## config.mk

```make
export PLATFORM = sky130hd
export DESIGN_NAME = command_frame_receiver_top
export DESIGN_NICKNAME = d
export VERILOG_FILES = /design/src/hw/rtl/crf_pkg.sv /design/src/hw/rtl/command_frame_receiver_top.sv /design/src/hw/rtl/crf_frame_eval.sv
export SDC_FILE = /design/constraint.sdc
export NUM_CORES = 1
export LEC_CHECK = 0
export BUFFER_PORTS_ARGS = -buffer_cell sky130_fd_sc_hd__buf_2
export CAP_MARGIN = 20
export CORE_ASPECT_RATIO = 1.5
export CORE_MARGIN = 3
export CORE_UTILIZATION = 56
export DETAILED_ROUTE_END_ITERATION = 6
export PLACE_DENSITY_LB_ADDON = 0.1
export REMOVE_ABC_BUFFERS = 1
export SLEW_MARGIN = 20
export SYNTH_ARGS = -nofsm -noshare
export SYNTH_HDL_FRONTEND = slang
export SYNTH_SLANG_ARGS = --single-unit
```

## constraint.sdc

```tcl
create_clock -name clk -period 6.9 [get_ports clk]
set_input_delay 0.69 -clock clk [delete_from_list [all_inputs] [get_ports clk]]
set_output_delay 0.69 -clock clk [all_outputs]
set_load 0.02 [all_outputs]
```

## src/hw/rtl/crf_pkg.sv

```systemverilog
`default_nettype none
// ----------------------------------------------------------------------------
// crf_pkg
// Shared types and codes for the command frame receiver.
// ----------------------------------------------------------------------------
package crf_pkg;

	localparam int FRAME_BYTES = 6;

	typedef logic [7:0]  byte_t;
	typedef logic [15:0] word_t;
	typedef logic [1:0]  reply_t;
	typedef logic [2:0]  mode_t;
	typedef logic [1:0]  reg_idx_t;

	// frame bytes, index 0 is the oldest
	typedef logic [FRAME_BYTES-1:0][7:0] window_t;

	// reply codes
	localparam reply_t REPLY_ACK        = 2'd0;
	localparam reply_t REPLY_CRC_NACK   = 2'd1;
	localparam reply_t REPLY_FRAME_NACK = 2'd2;

	// modes
	localparam mode_t MODE_INITIAL  = 3'd0;
	localparam mode_t MODE_COUNT    = 3'd1;
	localparam mode_t MODE_TRANSFER = 3'd2;
	localparam mode_t MODE_FINISH   = 3'd3;
	localparam mode_t MODE_INFO     = 3'd4;

	// command bytes
	localparam byte_t CMD_COUNT    = 8'h01;
	localparam byte_t CMD_TRANSFER = 8'h02;
	localparam byte_t CMD_FINISH   = 8'h08;
	localparam byte_t CMD_INFO     = 8'h09;

	localparam word_t CRC_POLY = 16'h1021;

	// register indexes
	localparam reg_idx_t REG_HEAD_BYTE = 2'd0;
	localparam reg_idx_t REG_TAIL_BYTE = 2'd1;
	localparam reg_idx_t REG_TIMEOUT   = 2'd2;
	localparam reg_idx_t REG_CRC_SEED  = 2'd3;

	// register reset values
	localparam byte_t HEAD_BYTE_RST = 8'h26;
	localparam byte_t TAIL_BYTE_RST = 8'h0A;
	localparam word_t TIMEOUT_RST   = 16'd3000;
	localparam word_t CRC_SEED_RST  = 16'h1D0F;

	typedef struct packed {
		byte_t head_byte;
		byte_t tail_byte;
		word_t timeout_ticks;
		word_t crc_seed;
	} cfg_t;

	// outcome of one item: result fields and next state
	typedef struct packed {
		logic   emit;
		reply_t reply;
		mode_t  mode_next;
		logic   mode_changed;
		logic   power_off;
		word_t  idle_next;
	} step_t;

endpackage

`default_nettype wire

```

## src/hw/rtl/command_frame_receiver_top.sv

```systemverilog
`default_nettype none
// ----------------------------------------------------------------------------
// command_frame_receiver_top
// Command frame receiver: 6-byte frame window, CRC-16 check, mode control.
// ----------------------------------------------------------------------------
// Takes one item per clock (a received byte, or a millisecond tick when
// s_tuser is high) and answers with at most one reply item. An accepted item
// is held in an input register, evaluated in one pass, and its reply lands in
// the output register; the path between those two registers (byte shift,
// two-byte CRC, command decode) sets the clock. The input side keeps taking
// items while a reply waits on m_tready, as long as items produce no further
// reply. Configuration is to be written through cfg_we/cfg_addr/cfg_wdata
// while no item is in flight; the block does not enforce this. Reset values
// are head byte 0x26, tail byte 0x0A, timeout 3000 ticks, CRC seed 0x1D0F.
// ----------------------------------------------------------------------------
module command_frame_receiver_top (
	input  wire logic                clk,
	input  wire logic                arst_n,
	// input items
	input  wire logic                s_tvalid,
	output logic                     s_tready,
	input  wire logic [7:0]          s_tdata,   // [7:0] rx_byte
	input  wire logic                s_tuser,   // [0] action (1 = tick)
	// reply items
	output logic                     m_tvalid,
	input  wire logic                m_tready,
	output logic [7:0]               m_tdata,   // [2:0] mode, [3] mode_changed,
	                                            // [4] power_off, [7:5] zero
	output logic [1:0]               m_tuser,   // [1:0] reply
	// configuration
	input  wire logic                cfg_we,
	input  wire crf_pkg::reg_idx_t   cfg_addr,
	input  wire crf_pkg::word_t      cfg_wdata
);
	import crf_pkg::*;

	cfg_t    cfg_q;
	logic    valid_s1;
	logic    action_s1;
	byte_t   byte_s1;
	window_t win_q;
	window_t win_next;
	mode_t   mode_q;
	word_t   idle_q;
	step_t   step;
	logic    advance;
	logic    out_valid_q;
	reply_t  reply_q;
	mode_t   out_mode_q;
	logic    changed_q;
	logic    off_q;

	// configuration registers
	always_ff @(posedge clk or negedge arst_n) begin
		if (!arst_n) begin
			cfg_q.head_byte     <= HEAD_BYTE_RST;
			cfg_q.tail_byte     <= TAIL_BYTE_RST;
			cfg_q.timeout_ticks <= TIMEOUT_RST;
			cfg_q.crc_seed      <= CRC_SEED_RST;
		end else if (cfg_we) begin
			unique case (cfg_addr)
				REG_HEAD_BYTE: cfg_q.head_byte     <= cfg_wdata[7:0];
				REG_TAIL_BYTE: cfg_q.tail_byte     <= cfg_wdata[7:0];
				REG_TIMEOUT:   cfg_q.timeout_ticks <= cfg_wdata;
				REG_CRC_SEED:  cfg_q.crc_seed      <= cfg_wdata;
				default:       ;
			endcase
		end
	end

	// stage 1 moves on when the output register can take a reply or its item emits none
	assign advance  = valid_s1 && (!out_valid_q || m_tready || !step.emit);
	assign s_tready = !valid_s1 || advance;

	always_ff @(posedge clk or negedge arst_n) begin
		if (!arst_n) begin
			valid_s1 <= 1'b0;
		end else if (s_tready) begin
			valid_s1 <= s_tvalid;
		end
	end

	always_ff @(posedge clk) begin
		if (s_tvalid && s_tready) begin
			action_s1 <= s_tuser;
			byte_s1   <= s_tdata;
		end
	end

	crf_frame_eval u_eval (
		.action   (action_s1),
		.rx_byte  (byte_s1),
		.win      (win_q),
		.mode     (mode_q),
		.idle     (idle_q),
		.cfg      (cfg_q),
		.win_next (win_next),
		.step     (step)
	);

	// block state
	always_ff @(posedge clk or negedge arst_n) begin
		if (!arst_n) begin
			win_q  <= '0;
			mode_q <= MODE_INITIAL;
			idle_q <= '0;
		end else if (advance) begin
			win_q  <= win_next;
			mode_q <= step.mode_next;
			idle_q <= step.idle_next;
		end
	end

	// output register
	always_ff @(posedge clk or negedge arst_n) begin
		if (!arst_n) begin
			out_valid_q <= 1'b0;
		end else if (advance && step.emit) begin
			out_valid_q <= 1'b1;
		end else if (m_tready) begin
			out_valid_q <= 1'b0;
		end
	end

	always_ff @(posedge clk) begin
		if (advance && step.emit) begin
			reply_q    <= step.reply;
			out_mode_q <= step.mode_next;
			changed_q  <= step.mode_changed;
			off_q      <= step.power_off;
		end
	end

	assign m_tvalid = out_valid_q;
	assign m_tuser  = reply_q;
	assign m_tdata  = {3'b000, off_q, changed_q, out_mode_q};

	// a pending reply always shows the current mode
	a_mode_match: assert property (@(posedge clk) disable iff (!arst_n)
		out_valid_q |-> (out_mode_q == mode_q))
		else $error("reply mode differs from current mode");

	// only an ACK changes the mode
	a_changed_ack: assert property (@(posedge clk) disable iff (!arst_n)
		(out_valid_q && changed_q) |-> (reply_q == REPLY_ACK))
		else $error("mode change on a NACK");

	// power off only with finish mode set by this reply
	a_power_off: assert property (@(posedge clk) disable iff (!arst_n)
		(out_valid_q && off_q) |-> (changed_q && out_mode_q == MODE_FINISH))
		else $error("power off without finish ACK");

	// mode never leaves its code range
	a_mode_range: assert property (@(posedge clk) disable iff (!arst_n)
		mode_q <= MODE_INFO)
		else $error("mode out of range");

	// a waiting reply is never overwritten
	a_no_overwrite: assert property (@(posedge clk) disable iff (!arst_n)
		(out_valid_q && !m_tready && valid_s1 && step.emit) |-> !advance)
		else $error("reply overwritten");

endmodule

`default_nettype wire

```

## src/hw/rtl/crf_frame_eval.sv

```systemverilog
`default_nettype none
// ----------------------------------------------------------------------------
// crf_frame_eval
// Single-pass evaluation of one item: window shift, frame match, CRC-16
// check, command decode and tick timeout.
// ----------------------------------------------------------------------------
module crf_frame_eval (
	input  wire logic             action,
	input  wire crf_pkg::byte_t   rx_byte,
	input  wire crf_pkg::window_t win,
	input  wire crf_pkg::mode_t   mode,
	input  wire crf_pkg::word_t   idle,
	input  wire crf_pkg::cfg_t    cfg,
	output crf_pkg::window_t      win_next,
	output crf_pkg::step_t        step
);
	import crf_pkg::*;

	// one byte through the CRC register, MSB first
	function automatic word_t crc_byte(input word_t crc, input byte_t b);
		word_t c;
		c = crc ^ {b, 8'h00};
		for (int k = 0; k < 8; k++) begin
			if (c[15]) begin
				c = {c[14:0], 1'b0} ^ CRC_POLY;
			end else begin
				c = {c[14:0], 1'b0};
			end
		end
		return c;
	endfunction

	window_t     shifted;
	word_t       crc_local;
	word_t       crc_frame;
	logic [16:0] tick_next;
	logic        frame_hit;
	logic        cmd_ok;
	mode_t       cmd_mode;

	// newest byte enters at the top
	assign shifted  = {rx_byte, win[FRAME_BYTES-1:1]};
	assign win_next = action ? win : shifted;

	assign frame_hit = (shifted[0] == cfg.head_byte) &&
	                   (shifted[FRAME_BYTES-1] == cfg.tail_byte);

	assign crc_local = crc_byte(crc_byte(cfg.crc_seed, shifted[1]), shifted[2]);
	assign crc_frame = {shifted[3], shifted[4]};
	assign tick_next = {1'b0, idle} + 17'd1;

	// command decode
	always_comb begin
		cmd_ok   = 1'b1;
		cmd_mode = MODE_INITIAL;
		unique case (shifted[1])
			CMD_COUNT:    cmd_mode = MODE_COUNT;
			CMD_TRANSFER: cmd_mode = MODE_TRANSFER;
			CMD_FINISH:   cmd_mode = MODE_FINISH;
			CMD_INFO:     cmd_mode = MODE_INFO;
			default:      cmd_ok   = 1'b0;
		endcase
	end

	// outcome
	always_comb begin
		step.emit         = 1'b0;
		step.reply        = REPLY_FRAME_NACK;
		step.mode_next    = mode;
		step.mode_changed = 1'b0;
		step.power_off    = 1'b0;
		step.idle_next    = idle;
		if (action) begin
			if (tick_next >= {1'b0, cfg.timeout_ticks}) begin
				step.emit      = 1'b1;
				step.idle_next = '0;
			end else begin
				step.idle_next = tick_next[15:0];
			end
		end else if (frame_hit) begin
			step.emit      = 1'b1;
			step.idle_next = '0;
			if (shifted[2] != 8'h00) begin
				step.reply = REPLY_FRAME_NACK;
			end else if (crc_local != crc_frame) begin
				step.reply = REPLY_CRC_NACK;
			end else if (cmd_ok) begin
				step.reply        = REPLY_ACK;
				step.mode_next    = cmd_mode;
				step.mode_changed = 1'b1;
				step.power_off    = (shifted[1] == CMD_FINISH);
			end
		end
	end

endmodule

`default_nettype wire
```

# After elaboration in Yosys (flattened, before gate mapping)
# Cells that the tools add are included.
[op_classes] n_eq_ne=10 reduce_logical=24 add_sub_neg=1 n_bitwise=21 magnitude_cmp=1 muxes=31
[op_table] cell="2-to-1 mux 13 bit" n=16
[op_table] cell="inverter 3 bit" n=16
[op_table] cell="2-to-1 mux 16 bit" n=2
[op_table] cell="XOR 16 bit" n=2
[op_table] cell="2-to-1 mux 24 bit" n=1
[op_table] cell="adder 16 x 1 -> 17 bit (second input constant)" n=1
[op_table] cell="greater-or-equal comparator 17 x 16 -> 1 bit" n=1
[op_table] cell="== test 8 x 4 -> 1 bit (second input constant)" n=2
[op_table] cell="== test 8 bit" n=2
[op_table] cell="inequality test 16 bit" n=1
[op_table] cell="2-to-1 mux 5 bit" n=3
[op_table] cell="case mux 3 bit (4 select lines)" n=1
[op_table] cell="AND reduction 2 bit" n=6
[op_table] cell="== test 8 x 1 -> 1 bit (second input constant)" n=1
[op_table] cell="== test 8 x 2 -> 1 bit (second input constant)" n=1
[op_table] cell="nonzero test 8 bit" n=1
[op_table] cell="OR reduction 4 bit" n=2
[op_table] cell="2-to-1 mux 7 bit" n=1
[op_table] cell="2-to-1 mux 1 bit" n=5
[op_table] cell="OR reduction 5 bit" n=1
[op_table] cell="== test 2 bit (second input constant)" n=2
[op_table] cell="logical AND 1 bit" n=4
[op_table] cell="2-to-1 mux 2 bit" n=2
[op_table] cell="nonzero test 2 bit" n=2
[op_table] cell="6 further kinds" n=12
[totals] out_inout_bits=12 elab_cells=107 ff_bits=125 in_bits=32

# Logic depth before layout (Yosys ltp)
# Gate-level depths: netlist of the first run.
[depth] ltp_word=44 depth_mapped=15 mapped_depth_nobuf=14

# Cells and area by module
# From an unflattened synthesis of the first run, not the netlist that was laid out.
[unflattened] cells_unflattened=858 hier_area_um2=8735.9
[modules_own_cells] module="command_frame_receiver_top" area_each_um2=6102.1 cells_each=516 n_inst=1 seq_area_each_um2=3433.3
[modules_own_cells] module="crf_frame_eval" area_each_um2=2633.8 cells_each=342 n_inst=1 seq_area_each_um2=0.0

# Least setup slack after synthesis of the first run
# No wires, ideal clock.
[synth_timing] kind="reg2reg" start="reg idle_q[0]" end="reg changed_q (enable)" t_arrival_ns=3.733 path_stages_with_launch=16 path_slack_ns=2.807 path_buffers=2 required_ns=6.540 setup_ns=0.360 period_less_slack_ns=4.093 path_cell_list="dfrtp_1 > ha_1 > and3_1 > and3_1 > clkbuf_1 > xnor2_1 > ha_1 > a21o_1 > a21o_1 > a21o_1 > a211o_1 > o221ai_1 > a21oi_1 > or2_0 > clkbuf_1 > nor2_1"
[synth_between] elab_chain_cells=8
[synth_lines] item="from (decl)" line="command_frame_receiver_top.sv:44" rtl="word_t idle_q;"
[synth_lines] item="from (signal assigned)" line="command_frame_receiver_top.sv:110" rtl="idle_q <= step.idle_next;"
[synth_lines] item="adder 16 x 1 -> 17 bit (*)" line="crf_frame_eval.sv:50" rtl="assign tick_next = {1'b0, idle} + 17'd1;"
[synth_lines] item="greater-or-equal comparator 17 x 16 -> 1 bit (*)" line="crf_frame_eval.sv:74" rtl="if (tick_next >= {1'b0, cfg.timeout_ticks}) begin"
[synth_lines] item="2-to-1 mux 1 bit (*)" line="crf_frame_eval.sv:74"
[synth_lines] item="2-to-1 mux 1 bit (*)" line="crf_frame_eval.sv:73" rtl="if (action) begin"
[synth_lines] item="zero test 1 bit" line="command_frame_receiver_top.sv:72" rtl="assign advance = valid_s1 && (!out_valid_q || m_tready || !step.emit);"
[synth_lines] item="logical OR 1 bit" line="command_frame_receiver_top.sv:72"
[synth_lines] item="logical AND 1 bit" line="command_frame_receiver_top.sv:72"
[synth_lines] item="logical AND 1 bit (*)" line="command_frame_receiver_top.sv:126" rtl="if (advance && step.emit) begin"
[synth_lines] item="to (signal assigned)" line="command_frame_receiver_top.sv:129" rtl="changed_q <= step.mode_changed;"
[synth_lines] item="to (decl)" line="command_frame_receiver_top.sv:50" rtl="logic changed_q;"
# Every way passes the cells marked *; elsewhere a longest branch is shown, timed or not.
# A chain may end at the register's enable or synchronous reset.

# Worst setup path after layout of the first run
[layout_timing] start="reg idle_q[0]" end="out s_tready"
[layout_between] elab_chain_cells=8
[layout_lines] item="adder 16 x 1 -> 17 bit" line="crf_frame_eval.sv:50"
[layout_lines] item="greater-or-equal comparator 17 x 16 -> 1 bit" line="crf_frame_eval.sv:74"
[layout_lines] item="2-to-1 mux 1 bit" line="crf_frame_eval.sv:74"
[layout_lines] item="2-to-1 mux 1 bit" line="crf_frame_eval.sv:73"
[layout_lines] item="zero test 1 bit" line="command_frame_receiver_top.sv:72"
[layout_lines] item="logical OR 1 bit" line="command_frame_receiver_top.sv:72"
[layout_lines] item="logical AND 1 bit" line="command_frame_receiver_top.sv:72"
[layout_lines] item="logical OR 1 bit" line="command_frame_receiver_top.sv:73" rtl="assign s_tready = !valid_s1 || advance;"
[layout_lines] item="to (decl)" line="command_frame_receiver_top.sv:21" rtl="output logic s_tready,"
# No other way between the ends.

==> impl_metrics.tcl, run 1 <==
set metrics [dict create \
    grt_first_pass_wirelength_um 24180 \
    period_needed_ps 4885 \
    fin_skew_ps 8.863 \
    final.setup.tns_ps 0 \
    p_switching_mw 1.181 \
    fin_util_pct 65.23 \
    slew_headroom_pct 32.88 \
    core_um2 11530 \
    tritoncts "built" \
    pwr-share-comb_pct 44.2 \
    worstSetupPathType "flip-flop to output pin" \
    h-tree-depth 4 \
    clk_latency_ps 410 \
    synth_top_cell_by_area "dfrtp_1" \
    yosys.area.top_type_share_pct 33.68 \
    slowest_stage "a21oi_2" \
    clk_path_buf_depth 2 \
    p_leak_nw 3.426 \
    crit_fanout 17 \
    drive_above_1_share_pct 32.42 \
    ant_nets 0 \
    cp.required_ps 6210 \
    via_count 4227 \
    grt_pass1_vias 4518 \
    num_rows 48 \
    syn_area_per_cell_um2 12.60 \
    crit_path_max_incr_delay_ps 530 \
    cts.clk_slew.worst_paths_ps 60 \
    p_clk_share_pct 24.7 \
    cts_buffers 17 \
    ys_seq_elements 125 \
    routed_wl_um 15210 \
    ys_async_sr_fraction_pct 87.20 \
    grt_max_degree 80 \
    end_kind "output pin" \
    cts_setup_buffers 0 \
    ys_types 53 \
    status "finished clean" \
    netlist_area_um2 6613 \
    cts_sinks 125 \
    ys_seq_area_share_pct 48.89 \
    synth_most_common_cell "dfrtp_1" \
    drv_slew 0 \
    fin_crit_sh_pct 70.79 \
    fin_nets 619 \
    wl_per_cell_um 20.74 \
    tightest_slew_ps 1007 \
    chipWidth_um 94.73 \
    cts_resized 0 \
    synth_flop_cell "dfrtp_1" \
    start_util_pct 57.35 \
    dieHeight_um 139.1 \
    hold_buffers 0 \
    gp_congestion 0.8947 \
    pin_count 44 \
    overflow 0 \
    grt_antenna_before_repair 0 \
    peakVddDrop_mv 0.4872 \
    hold_path.class "input pin to async pin" \
    finalSetupViolations 0 \
    syn_inst 525 \
    seqPwrFrac_pct 31.1 \
    cp_data_arrival_time_ps 4190 \
    vias_per_cell 5.767 \
    final_cell_area_um2 7522 \
    synth_edf_count 16 \
    p_int_mw 2.312 \
    maxCapViolCount 0 \
    power.density_nw_per_um2 464.3 \
    crit_chain "ha_1 > and3_1 > and3_1 > nand3_1 > xnor2_1 > ha_1 > and4_1 > nand4_1 > o21ai_0 > a41oi_1 > buf_4 > a21oi_2 > nor2b_1 > inv_1 > buf_2" \
    hold_violations 0 \
    synth.area.top_cells "dfrtp_1 (34%), mux2_2 (15%), dfstp_2 (7.9%)" \
    root_buffer "clkbuf_16" \
    swShare_pct 33.81 \
    placed_area_um2 6944 \
    crit_buf_inv 3 \
    port_buffers 40 \
    area_growth_pct 13.76 \
    num_antenna_cells 0 \
    fmax_mhz 204.7 \
    critical-path-top-delay-family "simple AND/OR/NAND/NOR gates" \
    worstSetupStartpointType "flip-flop" \
    dp_hpwl_um 11300 \
    drc_errors 0 \
    synth_commonest_cells "dfrtp_1 (89), mux2_2 (88), xnor2_1 (39)" \
    dr.pass1.iters 5 \
    rsz0062_at_grt "false" \
    dieArea_um2 13180 \
    drt_iter0_drc 228 \
    synth_warnings 0 \
    track_usage_pct 24.78 \
]
-- layout make-up --
type                            instances  area, µm²
Tap cell                              150      187.7
Multi-Input combinational cell        360       3208
Clock inverter                          8      92.59
Sequential cell                       125       3233
Inverter                               21      78.83
Clock buffer                           24      481.7
Timing Repair Buffer                   45      240.2
Fill cell                             907       4009
-- flip-flops by register name (all words and copies together), names as in the netlist --
signal	cells
m_tuser	2
action_s1	1
changed_q	1
off_q	1
valid_s1	1
win_q	40
cfg_q	48
m_tvalid	1
mode_q	3
idle_q	16
byte_s1	8
out_mode_q	3
-- layout by cell type (no fill, tap or decap), drive strengths merged, types with 3 or more instances in the layout --
cell type  count
a211oi         3
a21o           8
a21oi          4
a41o           3
and2           5
and3          10
and4           3
buf           45
clkbuf        24
clkinv         5
conb           3
dfrtp         89
dfstp         20
edfxtp        16
ha            17
inv           21
mux2          88
nand2          9
nand2b         4
nand3         27
nand3b         3
nand4          4
nor2          11
nor2b          4
nor3           8
nor4           5
o21a           4
o21ai         30
or2            3
xnor2         39
xnor3         15
xor2          29
-- power groups by stage --
stage | Sequential, mW | Clock, mW | Combinational (mW)
2_1_floorplan | 1.04 | 0 | 1.25
3_3_place_gp | 1.09 | 0 | 1.51
3_5_place_dp | 1.10 | 0 | 1.53
4_1_cts | 1.08 | 0.876 | 1.56
5_1_grt | 1.11 | 0.908 | 1.67
6_report | 1.09 | 0.863 | 1.54
-- metrics by stage --
stage	setup WS (ps)	std cells	power, mW	hold WS, ps
4_1_cts	1711	733	3.517	215.6
5_1_grt	1673	733	3.680	228.8
2_1_floorplan	2074	506	2.288	394.4
3_3_place_gp	2264	701	2.598	490.6
3_5_place_dp	2100	701	2.630	498.4
6_report	2015	733	3.493	205.5
-- metal layers --
layer | up-vias | share of wire (%) | track usage, %
met4 | 0 | 4.2 | 11.10
met5 | - | 0 | 0
met2 | 108 | 54 | 43.53
met1 | 2112 | 38 | 28.06
li1 | 1968 | - | -
met3 | 39 | 3.3 | 5.646
-- worst paths after layout --
check                      cells past startpoint  slack [ps]                        to                   from
max                                           15        2020                  s_tready  idle_q[0]$_DFFE_PN0P_
min                                            1         210    idle_q[12]$_DFFE_PN0P_                 arst_n
max reg2reg                                   14        2380  m_tuser[0]$_SDFFCE_PP0P_  idle_q[0]$_DFFE_PN0P_
min reg2reg                                    1         500     cfg_q[22]$_DFFE_PN0P_  cfg_q[22]$_DFFE_PN0P_
max in group asynchronous                      2        5320     win_q[11]$_DFFE_PN0P_                 arst_n
min in group clk                               1         450      byte_s1[2]$_DFFE_PP_             s_tdata[2]
-- kinds of logic after synthesis --
kind of cell	Yosys count	share of synthesized area, %
simple gates	101	8.439
flops	125	48.89
compound gates	65	6.850
buf+inv	42	2.762
xor+xnor	84	14.49
other cells	1	0.05671
fa+ha+maj	17	3.217
mux	90	15.29
-- worst reg2reg max path, stage by stage, from the launching register on --
cell and delay, ps:
dfrtp_1 430, ha_1 240, and3_1 240, and3_1 340, nand3_1 140, xnor2_1 170
ha_1 300, and4_1 230, nand4_1 120, o21ai_0 230, a41oi_1 70, buf_4 200
a21oi_2 540, or2_0 650, nor2_1 320
Note: power is estimated with default switching activity, not from simulation.
==> run 2, diff against run 1 <==
Settings changed: ABC_AREA set to 1, CORE_UTILIZATION 56 to 55.
Clock period 6.9 ns to 4.15 ns, I/O delays scaled along.
==> run 2 against run 1 <==
Effect of this change:
- register-to-register slack lost 1900 ps
- first-iteration DRC count rose by 46%
- final cell count up 53%
- final area grew 6.2%
- worst hold slack worse by 190 ps
- count of clock-buffer cells in the layout fell by 4
- utilization is 2.0 points lower
- critical path type unchanged
- largest cell class is now multi-input combinational cells
- highest routed layer unchanged
==> impl_metrics.tcl, run 2 <==
set metrics [dict create \
    dieHeight_um 145.8 \
    root_buffer "clkbuf_16" \
    grt_max_degree 62 \
    ys_seq_elements 125 \
    hold_violations 0 \
    tritoncts "built" \
    r2r_slack_ps 450 \
    core_um2 12640 \
    synth_xor_area_share_pct 4.383 \
    grt_first_pass_wirelength_um 27830 \
    fin_nets 1002 \
    fin_crit_sh_pct 92.46 \
    drive_above_1_share_pct 17.18 \
    synth_flop_cell "dfrtp_1" \
    final.setup.tns_ps 0 \
    reg.largest.list "cfg_q x48, win_q x40, idle_q x16" \
    slew_headroom_pct 32.99 \
    drv_slew 0 \
    power.density_nw_per_um2 559.6 \
    cts_setup_buffers 0 \
    largest_reg_flops 48 \
    grt_antenna_before_repair 0 \
    period_needed_ps 3837 \
    power_mw 4.471 \
    drt_iter0_drc 334 \
    fin_skew_ps 8.459 \
    worstSetupStartpointType "flip-flop" \
    netlist_area_um2 7166 \
    regMostFlops "cfg_q" \
    synth_mux_area_share_pct 0 \
    worstSetupPathType "flip-flop to output pin" \
    chipWidth_um 99.20 \
    maxCapViolCount 0 \
    layout_commonest_cell "nand2_1" \
    area_growth_pct 11.49 \
    end_kind "output pin" \
    p_leak_nw 4.110 \
    worstRegToRegCells 19 \
    synth_commonest_cells "nand2_1 (330), inv_1 (97), dfrtp_1 (89)" \
    cp_data_arrival_time_ps 3420 \
    fmax_mhz 260.6 \
    synth_most_common_cell "nand2_1" \
    ys_types 44 \
    crit_fanout 5 \
    r2r_start "idle_q[0]$_DFFE_PN0P_" \
    syn_area_per_cell_um2 7.806 \
    whs_ps 14.88 \
    hold_path.class "input pin to async pin" \
    synth_top_family_by_area "simple AND/OR/NAND/NOR gates" \
    ys_seq_area_share_pct 45.12 \
    finalSetupViolations 0 \
    synthAdderAreaFrac_pct 2.968 \
    synth.area.top_cells "dfrtp_1 (31%), nand2_1 (17%), dfstp_2 (7.3%)" \
    dr.pass1.iters 5 \
    clk_path_buf_depth 2 \
    syn_inst 918 \
    rsz0062_at_grt "false" \
    clk_latency_ps 420 \
    via_count 5836 \
    routed_wl_um 17120 \
    peakVddDrop_mv 0.2809 \
    synth_top_cell_by_area "dfrtp_1" \
    most-common-layout-cells "nand2_1 (330), inv_1 (96), dfrtp_1 (89)" \
    drc_errors 0 \
    worstReg2RegEnd "out_mode_q[2]$_DFFE_PP_" \
    cts.clk_slew.worst_paths_ps 60 \
    overflow 0 \
    tightest_slew_ps 1002 \
    ant_nets 0 \
    ys_async_sr_fraction_pct 87.20 \
    cp.required_ps 3730 \
    dp_hpwl_um 12940 \
    synth_warnings 0 \
    grt_pass1_vias 5524 \
    port_buffers 40 \
    gp_congestion 0.9247 \
    wl_per_cell_um 15.26 \
    pin_count 44 \
    synth_edf_count 16 \
    yosys.area_share.simple_pct 31.31 \
    vias_per_cell 5.201 \
    dieArea_um2 14460 \
    cts_buffers 17 \
    num_rows 50 \
    yosys.area.top_type_share_pct 31.08 \
    start_util_pct 56.70 \
    status "finished clean" \
    cts_sinks 125 \
    h-tree-depth 4 \
    synth_compound_area_share_pct 7.648 \
    track_usage_pct 24.72 \
    num_antenna_cells 0 \
]
run 2: cell type report:
type | instances | area, µm²
Multi-Input combinational cell | 652 | 3348
Inverter | 115 | 434.2
Sequential cell | 125 | 3233
Fill cell | 1149 | 4648
Clock inverter | 12 | 113.9
Clock buffer | 20 | 446.7
Tap cell | 156 | 195.2
Timing Repair Buffer | 42 | 217.7
run 2: worst max-delay path by stage:
stage,from,depth (start not counted),endpoint,slack (ps)
6_report,idle_q[0]$_DFFE_PN0P_,16,s_tready,310
5_1_grt,idle_q[0]$_DFFE_PN0P_,16,s_tready,8
4_1_cts,idle_q[0]$_DFFE_PN0P_,16,s_tready,270
3_5_place_dp,idle_q[0]$_DFFE_PN0P_,23,win_q[37]$_DFFE_PN0P_,400
3_3_place_gp,idle_q[0]$_DFFE_PN0P_,23,win_q[15]$_DFFE_PN0P_,460
2_1_floorplan,idle_q[0]$_DFFE_PN0P_,22,changed_q$_SDFFCE_PP0P_,1010
run 2: logic make-up after synthesis:
kind of cell | count (synthesis)
simple gates | 491
buf+inv | 143
flops | 125
compound gates | 106
xor+xnor | 35
fa+ha+maj | 17
other cells | 1
run 2: power by group:
group	internal [mW]	leakage, nW	switching, mW
clock network	0.842	0.263	0.567
registers	1.44	1.51	0.194
logic	0.497	2.33	0.930
total	2.78	4.11	1.69
run 2: routing by layer:
layer / wire length [µm] / GRT usage [%] / share of wire, % / vias up
li1: - / - / - / 2992
met1: 7057 / 29.23 / 41 / 2707
met2: 9038 / 43.81 / 53 / 98
met3: 463 / 4.412 / 2.7 / 39
met4: 564 / 9.911 / 3.3 / 0
met5: 0 / 0 / 0 / -
run 2: worst max-delay path: stages, from the launching register on:
cell	delay, ps
dfrtp_1	410
ha_1	200
nand3_1	130
nor2_2	160
nand2_2	100
nor3_2	150
nand3_1	160
nor2_2	170
xor2_1	180
inv_1	90
ha_1	290
nand2_1	70
nor3_1	210
a31oi_1	150
nand3_2	170
nand3_1	150
buf_2	200
run 2: timing repair:
item | 4_1_cts | 5_1_grt
resized for setup | 0 | 3
endpoints found under the setup margin | 0 | 52
hold buffers | 0 | 0
run 2: through the flow:
step,std cells,setup slack (ps),area [µm²],utilization (%)
final,1122,312.7,7989,63.22
after global routing,1122,7.780,7989,63.22
after CTS,1122,269.0,7970,63.07
after detailed placement,1090,398.6,7410,58.63
after global placement,1090,459.1,7410,58.63
after floorplan,892,1012,6997,-
